## src/assert_macros.svh

```systemverilog
// Assertion macros shared by the column encoder modules.
// No dependencies; included by the files that carry assertions.
`ifndef ASSERT_MACROS_SVH
`define ASSERT_MACROS_SVH

// Condition a implies condition b in the same cycle.
`define ASSERT_IMPL(label, clk, rst_n, a, b) \
    label: assert property (@(posedge clk) disable iff (!rst_n) (a) |-> (b)) \
        else $error("assertion failed: same-cycle implication");

// Condition a implies condition b in the following cycle.
`define ASSERT_NEXT(label, clk, rst_n, a, b) \
    label: assert property (@(posedge clk) disable iff (!rst_n) (a) |=> (b)) \
        else $error("assertion failed: next-cycle implication");

`endif

```

## src/hec_pkg.sv

```systemverilog
// Package for the shortened Hamming (87,80) column encoder.
// Holds widths, item types and the constant per-slot code mask table.
`default_nettype none

package hec_pkg;

    localparam int CODE_BITS          = 87;
    localparam int DATA_BITS          = 80;
    localparam int BYTE_BITS          = 8;
    localparam int SLOT_CNT_W         = 4;
    localparam int MAX_SLOTS          = 128;
    localparam int DEF_BYTES_PER_WORD = 10;
    localparam int SYN_W              = 7;

    typedef logic [CODE_BITS-1:0] t_code;

    typedef struct packed {
        logic [BYTE_BITS-1:0] data_byte;
        logic                 past_end;
    } t_in_item;

    typedef logic [MAX_SLOTS-1:0][CODE_BITS-1:0] t_mask_tbl;

    // Each data bit slot maps to a mask holding its own Hamming position
    // and every parity position that covers it. Slots past position 87 stay zero.
    function automatic t_mask_tbl build_mask_table();
        t_mask_tbl tbl;
        int        n;
        tbl = '0;
        n   = 0;
        for (int pos = 3; pos < 256; pos++) begin
            if ((pos & (pos - 1)) != 0) begin
                if (n < MAX_SLOTS && pos <= CODE_BITS) begin
                    tbl[n][pos-1] = 1'b1;
                    for (int m = 1; m <= 64; m = m * 2) begin
                        if ((pos & m) != 0) begin
                            tbl[n][m-1] = 1'b1;
                        end
                    end
                end
                n++;
            end
        end
        return tbl;
    endfunction

    localparam t_mask_tbl MASK_TABLE = build_mask_table();

    // Syndrome of a partial codeword; zero whenever the parity bits agree.
    function automatic logic [SYN_W-1:0] syndrome(input t_code w);
        logic [SYN_W-1:0] s;
        s = '0;
        for (int k = 0; k < CODE_BITS; k++) begin
            if (w[k]) begin
                s = s ^ SYN_W'(k + 1);
            end
        end
        return s;
    endfunction

endpackage

`default_nettype wire

```

## src/hec_if.sv

```systemverilog
// Handshake channel interfaces for the column encoder.
// Depends on hec_pkg for field widths.
`default_nettype none

interface hec_in_if
    import hec_pkg::*;
();
    logic                 valid;
    logic                 ready;
    logic [BYTE_BITS-1:0] data_byte;
    logic                 past_end;

    modport source (output valid, output data_byte, output past_end, input ready);
    modport sink   (input valid, input data_byte, input past_end, output ready);
endinterface

interface hec_out_if
    import hec_pkg::*;
();
    logic        valid;
    logic        ready;
    logic [63:0] code_low;
    logic [23:0] code_high;

    modport source (output valid, output code_low, output code_high, input ready);
    modport sink   (input valid, input code_low, input code_high, output ready);
endinterface

`default_nettype wire

```

## src/hec_in_stage.sv

```systemverilog
// Input register of the column encoder: captures one byte item per cycle unless the accumulator stalls.
// Depends on hec_pkg and hec_in_if.
`default_nettype none

module hec_in_stage
    import hec_pkg::*;
(
    input  wire logic i_clk,
    input  wire logic i_rst_n,
    hec_in_if.sink    i_in,
    input  wire logic i_ready,
    output logic      o_valid,
    output t_in_item  o_item
);

    logic     r_valid;
    logic     n_valid;
    t_in_item r_item;
    logic     take;

    assign i_in.ready = !r_valid || i_ready;
    assign take       = i_in.valid && i_in.ready;

    always_comb begin
        n_valid = r_valid;
        if (take) begin
            n_valid = 1'b1;
        end else if (i_ready) begin
            n_valid = 1'b0;
        end
    end

    always_ff @(posedge i_clk) begin
        if (!i_rst_n) begin
            r_valid <= 1'b0;
        end else begin
            r_valid <= n_valid;
        end
    end

    always_ff @(posedge i_clk) begin
        if (take) begin
            r_item <= '{data_byte: i_in.data_byte, past_end: i_in.past_end};
        end
    end

    assign o_valid = r_valid;
    assign o_item  = r_item;

endmodule

`default_nettype wire

```

## src/hec_accum.sv

```systemverilog
// Codeword accumulator: XORs each byte's slot masks into the running word.
// Depends on hec_pkg for the mask table; uses assert_macros.svh.
`default_nettype none

module hec_accum
    import hec_pkg::*;
#(
    parameter int BYTES_PER_WORD = DEF_BYTES_PER_WORD
) (
    input  wire logic     i_clk,
    input  wire logic     i_rst_n,
    input  wire logic     i_valid,
    input  wire t_in_item i_item,
    input  wire logic     i_out_free,
    output logic          o_ready,
    output logic          o_push,
    output t_code         o_word,
    output logic          o_flag
);

    localparam int CNT_W = (BYTES_PER_WORD > 1) ? $clog2(BYTES_PER_WORD) : 1;

    logic [CNT_W-1:0]     r_count;
    logic [CNT_W-1:0]     n_count;
    t_code                r_acc;
    t_code                n_acc;
    logic                 r_flag;
    logic                 n_flag;
    t_code                contrib;
    logic [BYTE_BITS-1:0] eff_byte;
    logic                 last;
    logic                 advance;

    // A past-end slot contributes nothing but still counts toward the word.
    assign eff_byte = i_item.past_end ? '0 : i_item.data_byte;

    always_comb begin
        contrib = '0;
        for (int b = 0; b < BYTE_BITS; b++) begin
            if (eff_byte[b]) begin
                contrib = contrib ^ MASK_TABLE[{SLOT_CNT_W'(r_count), 3'(b)}];
            end
        end
    end

    assign last    = (r_count == CNT_W'(BYTES_PER_WORD - 1));
    assign o_ready = !last || i_out_free;
    assign advance = i_valid && o_ready;
    assign o_push  = advance && last;
    assign o_word  = r_acc ^ contrib;
    assign o_flag  = r_flag || i_item.past_end;

    always_comb begin
        n_count = r_count;
        n_acc   = r_acc;
        n_flag  = r_flag;
        if (advance) begin
            if (last) begin
                n_count = '0;
                n_acc   = '0;
                n_flag  = 1'b0;
            end else begin
                n_count = r_count + CNT_W'(1);
                n_acc   = o_word;
                n_flag  = o_flag;
            end
        end
    end

    always_ff @(posedge i_clk) begin
        if (!i_rst_n) begin
            r_count <= '0;
            r_acc   <= '0;
            r_flag  <= 1'b0;
        end else begin
            r_count <= n_count;
            r_acc   <= n_acc;
            r_flag  <= n_flag;
        end
    end

`include "assert_macros.svh"

    `ASSERT_IMPL(a_count_range, i_clk, i_rst_n, 1'b1, r_count <= CNT_W'(BYTES_PER_WORD - 1))
    `ASSERT_IMPL(a_partial_syndrome, i_clk, i_rst_n, 1'b1, syndrome(r_acc) == '0)
    `ASSERT_NEXT(a_word_restart, i_clk, i_rst_n, o_push, r_count == '0 && r_acc == '0 && !r_flag)

endmodule

`default_nettype wire

```

## src/hec_out_stage.sv

```systemverilog
// Result register of the column encoder: holds one finished word until taken.
// Depends on hec_pkg and hec_out_if; uses assert_macros.svh.
`default_nettype none

module hec_out_stage
    import hec_pkg::*;
(
    input  wire logic  i_clk,
    input  wire logic  i_rst_n,
    input  wire logic  i_push,
    input  wire t_code i_word,
    input  wire logic  i_flag,
    output logic       o_free,
    hec_out_if.source  o_out
);

    logic  r_valid;
    logic  n_valid;
    t_code r_word;
    logic  r_flag;

    assign o_free = !r_valid || o_out.ready;

    always_comb begin
        n_valid = r_valid;
        if (i_push) begin
            n_valid = 1'b1;
        end else if (o_out.ready) begin
            n_valid = 1'b0;
        end
    end

    always_ff @(posedge i_clk) begin
        if (!i_rst_n) begin
            r_valid <= 1'b0;
        end else begin
            r_valid <= n_valid;
        end
    end

    always_ff @(posedge i_clk) begin
        if (i_push) begin
            r_word <= i_word;
            r_flag <= i_flag;
        end
    end

    assign o_out.valid     = r_valid;
    assign o_out.code_low  = r_word[63:0];
    assign o_out.code_high = {r_flag, r_word[CODE_BITS-1:64]};

`include "assert_macros.svh"

    `ASSERT_NEXT(a_push_held, i_clk, i_rst_n, i_push, r_valid)

endmodule

`default_nettype wire

```

## src/hamming_87_80_column_encoder_top.sv

```systemverilog
// Top level of the shortened Hamming (87,80) column encoder.
// Depends on hec_pkg, hec_if, hec_in_stage, hec_accum and hec_out_stage.
//
//  channel  | direction | payload                       | per item
//  ---------+-----------+-------------------------------+---------------------------
//  i_in     | in        | data_byte[7:0], past_end      | one byte of a word
//  o_out    | out       | code_low[63:0], code_high[23:0] | one finished 88-bit word
//
// One byte item is accepted every cycle unless a stalled output holds it back; a word needs BYTES_PER_WORD items.
// The last byte of a word passes the input register, then the accumulator, which pushes
// the finished word into the result register that drives o_out.
// Reset clears the valid bits, the byte count, the running word and the flag.
// A stalled output only holds back the last byte of the following word.
`default_nettype none

module hamming_87_80_column_encoder_top
    import hec_pkg::*;
#(
    parameter int BYTES_PER_WORD = DEF_BYTES_PER_WORD
) (
    input  wire logic i_clk,
    input  wire logic i_rst_n,
    hec_in_if.sink    i_in,
    hec_out_if.source o_out
);

    logic     s1_valid;
    t_in_item s1_item;
    logic     acc_ready;
    logic     push;
    t_code    word;
    logic     flag;
    logic     out_free;

    hec_in_stage u_in (
        .i_clk   (i_clk),
        .i_rst_n (i_rst_n),
        .i_in    (i_in),
        .i_ready (acc_ready),
        .o_valid (s1_valid),
        .o_item  (s1_item)
    );

    hec_accum #(
        .BYTES_PER_WORD (BYTES_PER_WORD)
    ) u_accum (
        .i_clk      (i_clk),
        .i_rst_n    (i_rst_n),
        .i_valid    (s1_valid),
        .i_item     (s1_item),
        .i_out_free (out_free),
        .o_ready    (acc_ready),
        .o_push     (push),
        .o_word     (word),
        .o_flag     (flag)
    );

    hec_out_stage u_out (
        .i_clk   (i_clk),
        .i_rst_n (i_rst_n),
        .i_push  (push),
        .i_word  (word),
        .i_flag  (flag),
        .o_free  (out_free),
        .o_out   (o_out)
    );

endmodule

`default_nettype wire
```

## src/flat_wrapper.sv

```systemverilog
// flat-port wrapper written by rule: the top's interface ports become plain ports
module hamming_87_80_column_encoder_top_flat import hec_pkg::*;
#(
    parameter int BYTES_PER_WORD = DEF_BYTES_PER_WORD
)
  (i_clk, i_rst_n, i_in_valid, i_in_data_byte, i_in_past_end, i_in_ready, o_out_valid, o_out_code_low, o_out_code_high, o_out_ready);
  hec_in_if i_in_i ();
  hec_out_if o_out_i ();
  input  wire logic i_clk;
  input  wire logic i_rst_n;
  input wire logic [$bits(i_in_i.valid)-1:0] i_in_valid;
  input wire logic [$bits(i_in_i.data_byte)-1:0] i_in_data_byte;
  input wire logic [$bits(i_in_i.past_end)-1:0] i_in_past_end;
  output wire logic [$bits(i_in_i.ready)-1:0] i_in_ready;
  output wire logic [$bits(o_out_i.valid)-1:0] o_out_valid;
  output wire logic [$bits(o_out_i.code_low)-1:0] o_out_code_low;
  output wire logic [$bits(o_out_i.code_high)-1:0] o_out_code_high;
  input wire logic [$bits(o_out_i.ready)-1:0] o_out_ready;
  assign i_in_i.valid = i_in_valid;
  assign i_in_i.data_byte = i_in_data_byte;
  assign i_in_i.past_end = i_in_past_end;
  assign i_in_ready = i_in_i.ready;
  assign o_out_valid = o_out_i.valid;
  assign o_out_code_low = o_out_i.code_low;
  assign o_out_code_high = o_out_i.code_high;
  assign o_out_i.ready = o_out_ready;
  hamming_87_80_column_encoder_top #(.BYTES_PER_WORD(BYTES_PER_WORD)) u_core (.i_clk(i_clk), .i_rst_n(i_rst_n), .i_in(i_in_i), .o_out(o_out_i));
endmodule
```

## config.mk

```make
export PLATFORM = sky130hd
export DESIGN_NAME = hamming_87_80_column_encoder_top_flat
export DESIGN_NICKNAME = d
export VERILOG_FILES = /design/src/hec_pkg.sv /design/src/hec_if.sv /design/src/hec_in_stage.sv /design/src/hec_accum.sv /design/src/hec_out_stage.sv /design/src/hamming_87_80_column_encoder_top.sv /design/src/flat_wrapper.sv
export VERILOG_INCLUDE_DIRS = /design/src /design/src/src
export SDC_FILE = /design/constraint.sdc
export NUM_CORES = 1
export LEC_CHECK = 0
export BUFFER_PORTS_ARGS = -buffer_cell sky130_fd_sc_hd__buf_2
export CORE_UTILIZATION = 38
export DETAILED_ROUTE_END_ITERATION = 7
export SETUP_SLACK_MARGIN = 0.3
export SYNTH_ARGS = -nofsm -noshare
export SYNTH_HDL_FRONTEND = slang
export SYNTH_HIERARCHICAL = 1
export SYNTH_SLANG_ARGS = --single-unit
```

## constraint.sdc

```tcl
create_clock -name i_clk -period 10.6 [get_ports i_clk]
set_clock_uncertainty 0.2 [all_clocks]
set_input_delay 0 -clock i_clk [delete_from_list [all_inputs] [get_ports i_clk]]
set_output_delay 0 -clock i_clk [all_outputs]
set_load 0.1 [all_outputs]
```

==> run summary <==
clock group share of total power - 44.5%
Top delay family on crit path - buffers and inverters
Die Y - 160.8 microns
Synth Area in Adders - 1.176%
synth top area cells - edfxtp_1 30%, dfxtp_1 30%, xnor2_1 9.5%
IO Pins - 103
CP required - 10820 ps
setup bufs post-CTS - 0
number of flops mapped to enable cells by yosys - 97
startpoint type of the worst setup path - flip-flop
crit-path max FO - 90
largest family of logic cells by synthesized area - simple AND/OR/NAND/NOR gates
H-tree Lvls - 1
Least-Margin Pin Slew - 1028 ps
vias in the first global route - 6171
Max-Cap Viols - 0
hold_ws - 238.4 ps
Nets - 1012
Fin. Hold Viols - 0
Worst Setup SP - u_core/u_accum/r_count[0]
CP arrival - 3600 ps
DR WL/cell - 15.97 microns
fill cell count - 2338
pin count of the biggest net entering global routing - 91
cell accounting for the most synthesized area - edfxtp_1
simple-gate share of the synthesized area - 13.48%
Clk pin slew, worst setup/hold paths - 60 ps
hold crit path type - reg2reg
Inserted Clock Buffers - 26
Final Critical Period - 3380 ps
Logic pwr share - 6.8%
1st-pass router iterations - 5
Synth warnings - 6
GRT Total Usage - 16.55%
RSZ-0062 raised after global routing - no
Synth Area in Compound Gates - 9.248%
Final Wtd Congestion - 0.8237
starting density of the core - 39.05%
worst stage delay on the critical path - 730 ps
CP most frequent cell - ha_1
Ant. Diodes - 0
Port-buffer cells - 102
Net Switching - 456.9 uW
critical path's slowest cell - buf_4
CTS tree - built
Mean Syn Cell Area - 10.92 sq um
f_max - 295.9 MHz
post-synthesis register bit count - 242
DR vias - 6503
first-pass GRT wire length - 33720 microns
switching share of power - 22.31%
min-delay src - u_core/u_accum/r_flag
post-route ant nets - 0
clock buffer depth - 3
Net Count, Synth - 899
maximum vdd drop - 0.09647 mV
HPWL Detailed - 13530 microns
r2r startpoint - u_core/u_accum/r_count[0]
CP bufs+invs - 2
status - finished, final reports clean
row count - 57
sequential share of the synthesized area - 60.71%
WS Path Type - reg2reg
multiplexer area fraction after synthesis - 0%
Via density - 4.875
cell count after synthesis - 877
Post-route DRC - 0
synth unique cells - 51
fin crit share - 31.89%
CP endpoint kind - flip-flop
Die Wd - 160.8 microns
Synth top area share - 30.41%
PwrDens - 178.2 nW/um^2
Num Clock Sinks - 242
final setup violation count - 0
leakage power - 0.004040 uW
clock latency on the worst-skew pair - 530 ps
max-slew violation count - 0
CTS root buf - clkbuf_16
synthesis-to-finish area growth - 19.93%
Sum Neg Setup Slack - 0 ps
layout cell share with drive strength beyond 1 - 17.03%
gr ovfl total - 0
ys async rst share - 0%
final wirelength - 21310 microns
Synth Area in XOR/XNOR - 12.17%
P_int - 1591 uW
CP cell instances - ha_1 > nand4bb_1 > nand2_2 > buf_4 > o2bb2ai_1 > nand2_1 > inv_2 > ha_1 > nor2_1 > or2_1
sequential power share - 48.6%
Iter 0 DRT Violations - 422
initial antenna violation count - 0
top_reg_cell synth - dfxtp_1
Mapped Area - 9579 sq um
worst rel slew slack - 31.34%
Core Region - 24530 sq um
die area - 25850 sq um
==> power by group through the flow <==
stage          sequential, uW  combinational (uW)  clock (uW)
6_report                  996                 140         912
5_1_grt                   997                 153         977
4_1_cts                   996                 140         939
3_5_place_dp             1020                 134           0
3_3_place_gp             1020                 133           0
2_1_floorplan            1010                 103           0
==> worst paths after layout <==
kind	end	slack, ps	cells past startpoint
worst min-delay path	u_core/u_accum/r_flag	240	2
worst max register to register	flip-flop	7220	10
worst min register to register	u_core/u_accum/r_flag	240	2
worst max-delay path	flip-flop	7220	10
==> synthesized netlist by cell type (3+ instances only) <==
| master | number |
|---|---|
| o21ai_1 | 9 |
| inv_2 | 8 |
| xnor3_1 | 3 |
| nand3b_1 | 5 |
| buf_1 | 3 |
| xnor2_1 | 104 |
| edfxtp_1 | 97 |
| clkbuf_1 | 41 |
| xor2_1 | 15 |
| and3_1 | 6 |
| dfxtp_1 | 145 |
| o21ai_0 | 5 |
| nor3_1 | 3 |
| a21oi_1 | 12 |
| or2_1 | 3 |
| or3_1 | 4 |
| buf_2 | 3 |
| nor2_1 | 107 |
| buf_4 | 4 |
| ha_1 | 9 |
| nand3_1 | 6 |
| nor2b_1 | 7 |
| a221oi_1 | 3 |
| nand2_1 | 139 |
| a22oi_1 | 83 |
| inv_1 | 18 |
| and2_1 | 3 |
==> worst min-delay path, cell delays in order (launching register included) <==
cell and delay, ps:
dfxtp_1 300, inv_1 40, a21oi_1 50
==> stage by stage <==
stage          area (sq um)  setup slack (ps)  util (%)  power, uW  instances
6_report              11490              7220     46.83       2048       1334
5_1_grt               11490              6906     46.83       2127       1334
4_1_cts               11490              7191     46.83       2075       1334
3_5_place_dp          10390              7189     42.33       1150       1263
3_3_place_gp          10390              7257     42.33       1149       1263
2_1_floorplan          9579              5201         -       1109        877
==> cell usage in the layout, fill, tap and decap left out, types with 3 or more instances in the layout <==
cell and count:
nor2b_1 7, nor2_1 105, a22oi_1 83, or3_1 4, ha_1 9, nand2_1 138
edfxtp_1 97, inv_2 8, inv_1 18, and2_1 3, xnor2_1 104, or2_1 3
buf_4 11, clkbuf_16 27, xnor3_1 3, clkinv_1 5, and3_1 6, xor2_1 15
clkbuf_1 6, nor3_1 3, a221oi_1 3, dlygate4sd3_1 23, buf_2 102, a21oi_1 12
o21ai_0 5, bufinv_16 3, nand3b_1 5, clkinv_2 3, nand3_1 6, dfxtp_1 145
o21ai_1 9
==> what timing repair did <==
action	in CTS	in global routing
hold buffers	23	0
gates resized for setup	0	0
endpoints found under the setup margin	0	0
hold endpoints to repair	47	0
==> per-layer routing <==
metal | GRT usage [%] | share of wire [%] | vias up
li1 | - | - | 3193
met1 | 22.76 | 45 | 3102
met4 | 5.489 | 2.2 | 0
met5 | 0 | 0 | -
met3 | 2.531 | 5.3 | 27
met2 | 26.66 | 47 | 181
==> cells by family (layout without fill, tap and decap cells) <==
family | Yosys count | after routing
and+or+nand+nor | 299 | 299
DFF | 242 | 242
AOI/OAI and AO/OA | 125 | 125
xor gates and xnor gates | 125 | 125
buffers and inverters | 77 | 210
adders and majority gates | 9 | 9
==> final cells by class <==
cell class,instances,area [sq um],share of cell area [%]
Clock buffer,35,725.7,6.317
Clock inverter,13,147.6,1.285
Inverter,26,97.59,0.8495
Multi-Input combinational cell,558,3473,30.23
Sequential cell,242,5816,50.62
Tap cell,324,405.4,3.529
Timing Repair Buffer,136,823.3,7.166
Note: power is estimated with default switching activity, not from simulation.
